**src/rtl/core/rmv_pkg.sv**
```systemverilog
`timescale 1ns / 1ps

package rmv_pkg;

    // Item fields.
    localparam int SAMPLE_W       = 8;
    localparam int COUNT_WIDTH    = 32;
    localparam int MEAN_FRAC_BITS = 16;
    localparam int MEAN_W         = SAMPLE_W + MEAN_FRAC_BITS;
    localparam int SUM_FRAC_BITS  = 8;
    localparam int SUM_W          = 56;

    // Internal arithmetic. A deviation from the mean spans two sample ranges,
    // so its magnitude still fits in MEAN_W bits.
    localparam int DELTA_W    = MEAN_W + 1;
    localparam int MAG_W      = MEAN_W;
    localparam int PROD_W     = 2 * MAG_W;
    localparam int PROD_SHIFT = 2 * MEAN_FRAC_BITS - SUM_FRAC_BITS;
    localparam int ADD_W      = PROD_W - PROD_SHIFT;
    localparam int DIV_CNT_W  = $clog2(MAG_W);

    typedef enum logic [2:0] {
        ST_IDLE,
        ST_DIV,
        ST_DEV,
        ST_MUL,
        ST_ACC
    } state_t;

endpackage

```
**src/rtl/core/rmv_div.sv**
```systemverilog
`timescale 1ns / 1ps

// Restoring divider, one quotient bit per cycle through one shared
// compare-and-subtract unit.
module rmv_div (
    input  logic                             aclk,
    input  logic                             aresetn,
    input  logic                             start,
    input  logic [rmv_pkg::MAG_W-1:0]        dividend,
    input  logic [rmv_pkg::COUNT_WIDTH-1:0]  divisor,
    output logic                             done,
    output logic [rmv_pkg::MAG_W-1:0]        quotient
);

    logic                             busy_reg;
    logic                             done_reg;
    logic [rmv_pkg::DIV_CNT_W-1:0]    cnt_reg;
    logic [rmv_pkg::MAG_W-1:0]        quo_reg;
    logic [rmv_pkg::COUNT_WIDTH-1:0]  rem_reg;
    logic [rmv_pkg::COUNT_WIDTH-1:0]  divisor_reg;

    logic [rmv_pkg::COUNT_WIDTH:0]    trial;
    logic [rmv_pkg::COUNT_WIDTH:0]    diff;
    logic                             fits;
    logic [rmv_pkg::COUNT_WIDTH-1:0]  rem_next;

    assign trial = {rem_reg, quo_reg[rmv_pkg::MAG_W-1]};
    assign diff  = trial - {1'b0, divisor_reg};
    assign fits  = (trial >= {1'b0, divisor_reg});
    // The partial remainder stays below the divisor, so it never needs the top bit.
    assign rem_next = fits ? diff[rmv_pkg::COUNT_WIDTH-1:0]
                           : trial[rmv_pkg::COUNT_WIDTH-1:0];

    always_ff @(posedge aclk) begin
        if (!aresetn) begin
            busy_reg <= 1'b0;
            done_reg <= 1'b0;
            cnt_reg  <= '0;
        end else begin
            done_reg <= 1'b0;
            if (start) begin
                busy_reg <= 1'b1;
                cnt_reg  <= rmv_pkg::DIV_CNT_W'(rmv_pkg::MAG_W - 1);
            end else if (busy_reg) begin
                cnt_reg <= cnt_reg - 1'b1;
                if (cnt_reg == '0) begin
                    busy_reg <= 1'b0;
                    done_reg <= 1'b1;
                end
            end
        end
    end

    always_ff @(posedge aclk) begin
        if (start) begin
            quo_reg     <= dividend;
            rem_reg     <= '0;
            divisor_reg <= divisor;
        end else if (busy_reg) begin
            quo_reg <= {quo_reg[rmv_pkg::MAG_W-2:0], fits};
            rem_reg <= rem_next;
        end
    end

    assign done     = done_reg;
    assign quotient = quo_reg;

endmodule

```
**src/rtl/core/running_mean_variance_unit.sv**
```systemverilog
`timescale 1ns / 1ps

// Running mean and variance (Welford) over signed byte samples.
// Input channel: s_valid / s_ready with s_sample, one signed byte per word.
// Result channel: m_valid / m_ready with the updated sample count, the
// running mean (16 fraction bits) and the sum of squared deviations
// (8 fraction bits); one result word per input word.
// Each sample runs through a 24-bit serial divider, then through the mean
// update, the deviation, the multiply and the accumulate, in that order.
// A result becomes valid in the same cycle that s_ready rises again, so the
// block takes no new sample until the last one has reached the output register.
// The divider's one-bit-per-cycle loop is the longest of these steps.
// The result sits in an output register; if the receiver stalls, the block
// holds the next finished sample in its accumulate step until the register
// frees up, and takes no new sample meanwhile.
// Reset (aresetn low at a clock edge) clears the count, the mean and the
// sum, and drops any result not yet taken. Count and sum saturate.
module running_mean_variance_unit (
    input  logic                                aclk,
    input  logic                                aresetn,
    input  logic                                s_valid,
    output logic                                s_ready,
    input  logic signed [rmv_pkg::SAMPLE_W-1:0] s_sample,
    output logic                                m_valid,
    input  logic                                m_ready,
    output logic [rmv_pkg::COUNT_WIDTH-1:0]     m_count_out,
    output logic signed [rmv_pkg::MEAN_W-1:0]   m_mean_out,
    output logic [rmv_pkg::SUM_W-1:0]           m_sum_sq_dev_out
);

    rmv_pkg::state_t state_reg, state_next;

    logic [rmv_pkg::COUNT_WIDTH-1:0] count_reg;
    logic [rmv_pkg::MEAN_W-1:0]      mean_reg;
    logic [rmv_pkg::SUM_W-1:0]       sum_reg;
    logic [rmv_pkg::MEAN_W-1:0]      xs_reg;
    logic                            dneg_reg;
    logic [rmv_pkg::MAG_W-1:0]       dmag_reg;
    logic                            vneg_reg;
    logic [rmv_pkg::MAG_W-1:0]       vmag_reg;
    logic                            opp_reg;
    logic [rmv_pkg::PROD_W-1:0]      prod_reg;

    logic                            m_valid_reg;
    logic [rmv_pkg::COUNT_WIDTH-1:0] m_count_reg;
    logic [rmv_pkg::MEAN_W-1:0]      m_mean_reg;
    logic [rmv_pkg::SUM_W-1:0]       m_sum_reg;

    // Control decoded from the state, the handshakes and the divider.
    logic accept;
    logic out_free;
    logic load_mean;
    logic load_dev;
    logic load_prod;
    logic load_out;

    // Datapath.
    logic [rmv_pkg::MEAN_W-1:0]      xs;
    logic [rmv_pkg::COUNT_WIDTH-1:0] count_next;
    logic [rmv_pkg::DELTA_W-1:0]     delta;
    logic [rmv_pkg::DELTA_W-1:0]     delta_abs;
    logic [rmv_pkg::DELTA_W-1:0]     dev;
    logic [rmv_pkg::DELTA_W-1:0]     dev_abs;
    logic [rmv_pkg::DELTA_W-1:0]     mean_wide;
    logic [rmv_pkg::DELTA_W-1:0]     step_wide;
    logic [rmv_pkg::DELTA_W-1:0]     mean_upd;
    logic [rmv_pkg::ADD_W-1:0]       add;
    logic [rmv_pkg::SUM_W:0]         sum_wide;
    logic [rmv_pkg::SUM_W-1:0]       sum_next;
    logic                            div_done;
    logic [rmv_pkg::MAG_W-1:0]       div_quo;

    assign xs = {s_sample, {rmv_pkg::MEAN_FRAC_BITS{1'b0}}};
    assign count_next = (count_reg == '1) ? count_reg : count_reg + 1'b1;

    assign delta     = {xs[rmv_pkg::MEAN_W-1], xs} - {mean_reg[rmv_pkg::MEAN_W-1], mean_reg};
    assign delta_abs = delta[rmv_pkg::DELTA_W-1] ? (~delta + 1'b1) : delta;

    assign mean_wide = {mean_reg[rmv_pkg::MEAN_W-1], mean_reg};
    assign step_wide = {1'b0, div_quo};
    assign mean_upd  = dneg_reg ? (mean_wide - step_wide) : (mean_wide + step_wide);

    assign dev     = {xs_reg[rmv_pkg::MEAN_W-1], xs_reg}
                   - {mean_reg[rmv_pkg::MEAN_W-1], mean_reg};
    assign dev_abs = dev[rmv_pkg::DELTA_W-1] ? (~dev + 1'b1) : dev;

    // A product of opposite-signed deviations never adds to the sum.
    assign add      = opp_reg ? '0 : prod_reg[rmv_pkg::PROD_W-1:rmv_pkg::PROD_SHIFT];
    assign sum_wide = {1'b0, sum_reg} + {{(rmv_pkg::SUM_W + 1 - rmv_pkg::ADD_W){1'b0}}, add};
    assign sum_next = sum_wide[rmv_pkg::SUM_W] ? '1 : sum_wide[rmv_pkg::SUM_W-1:0];

    assign out_free = !m_valid_reg || m_ready;

    rmv_div u_div (
        .aclk     (aclk),
        .aresetn  (aresetn),
        .start    (accept),
        .dividend (delta_abs[rmv_pkg::MAG_W-1:0]),
        .divisor  (count_next),
        .done     (div_done),
        .quotient (div_quo)
    );

    always_comb begin
        state_next = state_reg;
        case (state_reg)
            rmv_pkg::ST_IDLE: begin
                if (s_valid) begin
                    state_next = rmv_pkg::ST_DIV;
                end
            end
            rmv_pkg::ST_DIV: begin
                if (div_done) begin
                    state_next = rmv_pkg::ST_DEV;
                end
            end
            rmv_pkg::ST_DEV: begin
                state_next = rmv_pkg::ST_MUL;
            end
            rmv_pkg::ST_MUL: begin
                state_next = rmv_pkg::ST_ACC;
            end
            rmv_pkg::ST_ACC: begin
                if (out_free) begin
                    state_next = rmv_pkg::ST_IDLE;
                end
            end
            default: begin
                state_next = rmv_pkg::ST_IDLE;
            end
        endcase
    end

    always_comb begin
        s_ready   = 1'b0;
        load_mean = 1'b0;
        load_dev  = 1'b0;
        load_prod = 1'b0;
        load_out  = 1'b0;
        case (state_reg)
            rmv_pkg::ST_IDLE: begin
                s_ready = 1'b1;
            end
            rmv_pkg::ST_DIV: begin
                load_mean = div_done;
            end
            rmv_pkg::ST_DEV: begin
                load_dev = 1'b1;
            end
            rmv_pkg::ST_MUL: begin
                load_prod = 1'b1;
            end
            rmv_pkg::ST_ACC: begin
                load_out = out_free;
            end
            default: begin
                s_ready = 1'b0;
            end
        endcase
    end

    assign accept = s_valid && s_ready;

    always_ff @(posedge aclk) begin
        if (!aresetn) begin
            state_reg   <= rmv_pkg::ST_IDLE;
            count_reg   <= '0;
            mean_reg    <= '0;
            sum_reg     <= '0;
            m_valid_reg <= 1'b0;
        end else begin
            state_reg <= state_next;
            if (accept) begin
                count_reg <= count_next;
            end
            if (load_mean) begin
                mean_reg <= mean_upd[rmv_pkg::MEAN_W-1:0];
            end
            if (load_out) begin
                sum_reg     <= sum_next;
                m_valid_reg <= 1'b1;
            end else if (m_ready) begin
                m_valid_reg <= 1'b0;
            end
        end
    end

    always_ff @(posedge aclk) begin
        if (accept) begin
            xs_reg   <= xs;
            dneg_reg <= delta[rmv_pkg::DELTA_W-1];
            dmag_reg <= delta_abs[rmv_pkg::MAG_W-1:0];
        end
        if (load_dev) begin
            vneg_reg <= dev[rmv_pkg::DELTA_W-1];
            vmag_reg <= dev_abs[rmv_pkg::MAG_W-1:0];
        end
        if (load_prod) begin
            prod_reg <= dmag_reg * vmag_reg;
            opp_reg  <= dneg_reg ^ vneg_reg;
        end
        if (load_out) begin
            m_count_reg <= count_reg;
            m_mean_reg  <= mean_reg;
            m_sum_reg   <= sum_next;
        end
    end

    assign m_valid          = m_valid_reg;
    assign m_count_out      = m_count_reg;
    assign m_mean_out       = $signed(m_mean_reg);
    assign m_sum_sq_dev_out = m_sum_reg;

endmodule
```
**config.mk**
```make
export PLATFORM = sky130hd
export DESIGN_NAME = running_mean_variance_unit
export DESIGN_NICKNAME = d
export VERILOG_FILES = /design/src/rtl/core/rmv_pkg.sv /design/src/rtl/core/rmv_div.sv /design/src/rtl/core/running_mean_variance_unit.sv
export SDC_FILE = /design/constraint.sdc
export NUM_CORES = 2
export LEC_CHECK = 0
export ABC_AREA = 1
export BUFFER_PORTS_ARGS = -buffer_cell sky130_fd_sc_hd__buf_2
export CAP_MARGIN = 20
export CORE_MARGIN = 1
export CORE_UTILIZATION = 50
export DETAILED_ROUTE_END_ITERATION = 12
export PLACE_DENSITY_LB_ADDON = 0.3
export SLEW_MARGIN = 30
export SYNTH_ARGS = -nofsm -noshare
export SYNTH_HDL_FRONTEND = slang
export SYNTH_SLANG_ARGS = --single-unit
```
**constraint.sdc**
```tcl
create_clock -name aclk -period 15.21 [get_ports aclk]
set_clock_uncertainty 0.05 [all_clocks]
set_input_delay 3.8025 -clock aclk [delete_from_list [all_inputs] [get_ports aclk]]
set_output_delay 3.8025 -clock aclk [all_outputs]
set_load 0.1 [all_outputs]
```
# [Yosys cells after proc, flatten, opt, wreduce, memory -nomap -nowiden]
# Cells that the tools add are included.
# W data, S select, Z words.
[word_totals] regBits=430 input_bits=12 wordCells=83
[op_classes] magnitude_cmp=1 reduce_logical=10 mul=1 muxes=26 n_eq_ne=8 n_bitwise=5 addsub=10
[ops] operator="$mux W24" count=6
[ops] operator="$mux W32" count=2
[ops] operator="$add A56 B24 Y57" count=1
[ops] operator="$mux W56" count=1
[ops] operator="$sub A24 B24 Y25" count=2
[ops] operator="$add A24 B1 Y24 const B" count=2
[ops] operator="$mul A24 B24 Y48" count=1
[ops] operator="$not A24 Y24" count=2
[ops] operator="$ge A33 B32 Y1" count=1
[ops] operator="$add A32 B1 Y32 const B" count=1
[ops] operator="$eq A32 B32 Y1 const B" count=1
[ops] operator="$sub A32 B32 Y32" count=1
[ops] operator="$add A24 B24 Y24" count=1
[ops] operator="$sub A24 B24 Y24" count=1
[ops] operator="$pmux W3 S5" count=1
[ops] operator="$mux W1" count=11
[ops] operator="$mux W5" count=2
[ops] operator="$mux W3" count=3
[ops] operator="$eq A3 B2 Y1 const B" count=2
[ops] operator="$logic_not A5 Y1" count=1
[ops] operator="$sub A5 B1 Y5 const B" count=1
[ops] operator="$ne A2 B2 Y1 const B" count=2
[ops] operator="$reduce_bool A2 Y1" count=2
[ops] operator="$eq A3 B1 Y1 const B" count=1
[ops] operator="11 further kinds" count=12

# [Depth between registers and ports, before layout]
[logic_depth] depth_word=5 ltp_mapped=28 mapped_depth_nobuf=27

# [Hierarchy]
# Synthesis repeated with hierarchy kept, for this count alone.
[hier_totals] hier_cells=6000 area_unflattened_um2=44590.3
[by_module_without_submodules] module="running_mean_variance_unit" instances=1 cells_each=5064 area_each_um2=38210.4 seq_area_each_um2=8177.8
[by_module_without_submodules] module="rmv_div" instances=1 cells_each=936 area_each_um2=6379.9 seq_area_each_um2=2462.4

# [Least setup slack after synthesis]
# No wires, ideal clock.
[synth_path] kind="input -> register" startpoint="in m_ready" endpoint="reg sum_reg[19] in the netlist's numbering" arrival_ns=7.547 stages=6 slack_ns=7.319 setup_time_ns=0.295 cell_sequence="nor2_1 > inv_1 > nand2_1 > inv_1 > clkbuf_1 > a31oi_1"
[synth_via] elab_chain_len=2
[synth_lines] item="start, declared" line="running_mean_variance_unit.sv:25" source="input logic m_ready,"
[synth_lines] item="$logic_or A1 B1 Y1" line="running_mean_variance_unit.sv:92" source="assign out_free = !m_valid_reg || m_ready;"
[synth_lines] item="$mux W1" line="running_mean_variance_unit.sv:140" source="case (state_reg)"
[synth_lines] item="via load_out" line="running_mean_variance_unit.sv:55" source="logic load_out;"
[synth_lines] item="end signal, assigned" line="running_mean_variance_unit.sv:180" source="sum_reg <= sum_next;"
[synth_lines] item="end, declared" line="running_mean_variance_unit.sv:35" source="logic [rmv_pkg::SUM_W-1:0] sum_reg;"
# The timed path passes the listed nets, and every way through them passes these cells.
# A chain may end at the register's enable or synchronous reset.

# [Worst setup path in the final report]
[layout_path] startpoint="reg dmag_reg[6] in the netlist's numbering" endpoint="reg prod_reg[45] in the netlist's numbering (data pin)"
[layout_via] elab_chain_len=1
[layout_lines] item="start, declared" line="running_mean_variance_unit.sv:38" source="logic [rmv_pkg::MAG_W-1:0] dmag_reg;"
[layout_lines] item="start signal, assigned" line="running_mean_variance_unit.sv:192" source="dmag_reg <= delta_abs[rmv_pkg::MAG_W-1:0];"
[layout_lines] item="$mul A24 B24 Y48" line="running_mean_variance_unit.sv:199" source="prod_reg <= dmag_reg * vmag_reg;"
[layout_lines] item="end signal, assigned" line="running_mean_variance_unit.sv:199"
[layout_lines] item="end, declared" line="running_mean_variance_unit.sv:42" source="logic [rmv_pkg::PROD_W-1:0] prod_reg;"
# Every way passes these cells.

==> results.py <==
metrics = {
    "status": {
        "status": "finished, final reports clean",
    },
    "setup_path": {
        "path_buf_inv": 7,
        "start_kind": "register",
        "path_cells": "buf_6 > nand2_1 > inv_1 > fa_1 > inv_1 > fa_1 > inv_1 > fa_1 > fa_1 > fa_1 > fa_1 > inv_1 > fa_1 > inv_1 > ha_1 > nand2_1 > nor2_1 > inv_1 > nor4_1 > nand3_1 > nand3_1 > nand2_1 > nand3b_1 > xor2_1",
        "required_ps": 15530,
        "worstSetupEndpointType": "register",
        "cp_slowest_stage_delay_ps": 640,
        "path_common_cell": "fa_1",
        "crit_fanout": 14,
        "cp_top_family": "adder cells",
        "criticalPathCategory": "reg2reg",
        "cp_slowest_cell": "edfxtp_1",
        "cp.arrival_ps": 7520,
    },
    "route": {
        "wl_per_cell_um": 18.0,
        "drc": 0,
        "viasPerCell": 5.28,
        "vias": 36400,
        "drtPass1Iterations": 8,
        "drt-initial-drc-count": 3092,
        "ant_nets": 0,
        "routed_wl_um": 124000,
    },
    "die": {
        "io_pins": 126,
        "initial_core_util_pct": 50.7,
        "core_area_um2": 85400,
        "die_y_um": 296,
        "die_w_um": 296,
        "rows": 107,
        "die_area_um2": 87700,
    },
    "global_route": {
        "grt_pass1_vias": 36300,
        "grtUsageTotal_pct": 28.7,
        "antenna_found_initial": 1,
        "grt_pass1_wl_um": 197000,
        "grt_max_degree": 85,
        "grt-ovfl-total": 0,
    },
    "timing": {
        "finalCritPeriodShare_pct": 47.3,
        "relSlewSlack_pct": 41.6,
        "holdWs_ps": 382,
        "max_freq_ghz": 0.139,
        "worstMarginPinSlew_ps": 874,
        "rsz0062_at_grt": "no",
        "drv_slew": 0,
        "finalHoldViolCount": 0,
        "setup_viol": 0,
        "tns_ps": 0,
        "finalCriticalPeriod_ps": 7200,
    },
    "logic_synthesis": {
        "synth_top_area_share_pct": 22.4,
        "yosysMostFrequentCell": "nand2_1",
        "avgSynthCellArea_um2": 7.69,
        "synth_area_um2": 43300,
        "synthTopCellsByCount": "1376 x nand2_1, 1336 x inv_1, 484 x fa_1, 358 x nor2_1, 270 x ha_1",
        "ys_top_cells_by_area": "fa_1 22%, edfxtp_1 17%, nand2_1 12%, inv_1 12%, ha_1 7.8%",
        "synth_fp_nets": 6390,
        "ys_seq_area_share_pct": 24.6,
        "synth_warnings": 0,
        "netlist.top_cell.by_area": "fa_1",
        "synth_cell_types": 58,
        "synthesis.instances": 5624,
        "ys_seq_elements": 406,
        "ys.flop_type": "edfxtp_1",
        "async_reset_ff_share_pct": 0,
        "synth-edff-count": 251,
    },
    "placement": {
        "gp_congestion": 0.936,
        "dp_hpwl_um": 94900,
        "io_buffers": 125,
    },
    "cts": {
        "clk_pin_slew_ps": 60,
        "cts_resized": 0,
        "cts_hold_buffers": 0,
        "numCtsBuffers": 48,
        "cts.sinks": 406,
        "clock_latency_ps": 640,
        "cts_setup_buffers": 0,
        "htree_levels": 2,
        "cts_tree": "done",
        "cts_buffer_depth": 3,
        "cts_root_buf": "clkbuf_16",
    },
    "job": {
        "drv_cap": 0,
    },
    "finish": {
        "nets": 6469,
        "drive_above_1_share_pct": 5.96,
        "syn2layout_area_growth_pct": 8.71,
    },
    "worst_hold_path": {
        "min_path_type": "reg2reg",
    },
}
[path summary, 6_finish.rpt]
check | from | to | slack (ps) | cells after the start
hold / removal | mean_reg[23]$_SDFFE_PN0P_ | m_mean_out[23]$_DFFE_PP_ | 380 | 0
setup reg to reg | dmag_reg[6]$_DFFE_PP_ | prod_reg[45]$_DFFE_PP_ | 8010 | 24
setup / recovery | dmag_reg[6]$_DFFE_PP_ | prod_reg[45]$_DFFE_PP_ | 8010 | 24
hold reg to reg | mean_reg[23]$_SDFFE_PN0P_ | m_mean_out[23]$_DFFE_PP_ | 380 | 0
[final cells by class]
type                    count  area (um^2)
fillers                  8028        38400
diodes                      1         2.50
flip-flops and latches    406        10600
clock buffers              58         1310
inverters                1342         5040
repair buffers            192         1230
clock inverters            32          408
well taps                1144         1430
multi-input cells        3713        27000
[cell usage in the layout (no fill, tap or decap), drive strengths merged, types with 32 or more instances in the layout]
master,netlist,routed
edfxtp,251,251
clkbuf,139,58
nor3,68,68
o21ai,268,268
inv,1340,1341
fa,484,484
nand2,1392,1392
ha,270,270
nand3,261,261
xor2,97,97
nand4,46,46
o21bai,32,32
buf,24,192
dfxtp,155,155
nor2,373,373
xnor2,45,45
a21oi,212,212
[cells by family (layout without fill, tap and decap cells)]
logic type / after synthesis / after routing / share of synthesized area (%)
and+or+nand+nor: 2203 / 2203 / 21.3
buffers and inverters: 1505 / 1624 / 13.1
adders and majority gates: 754 / 754 / 30.2
AOI/OAI and AO/OA: 614 / 614 / 7.88
DFF: 406 / 406 / 24.6
xor gates and xnor gates: 142 / 142 / 2.87
other: 0 / 1 / 0
[worst reg2reg max path: cells and delay by family, from the launching register on]
family,cells,cell delay [ps]
xor+xnor,1,70
fa+ha+maj,8,4070
buf+inv,7,700
flops,1,640
simple gates,8,1420
[stage by stage]
step	area [um^2]	cells	worst slack, ps	utilization [%]
floorplan	43300	5624	7320	-
global placement	45100	6781	7850	52.8
detailed placement	45300	6794	7940	53.0
CTS	47000	6884	7960	55.0
global route	47000	6887	7690	55.1
finish	47000	6888	8010	55.1
[layer usage]
layer	routed length (um)	track usage, %	up-vias
li1	-	-	17300
met1	52200	38.4	17400
met2	57200	46.9	1365
met3	9170	3.78	287
met4	5410	11.7	2
met5	13	0	-
Power is not shown: default switching activity piles up to over one toggle a cycle in this logic, so the estimate is an artifact.
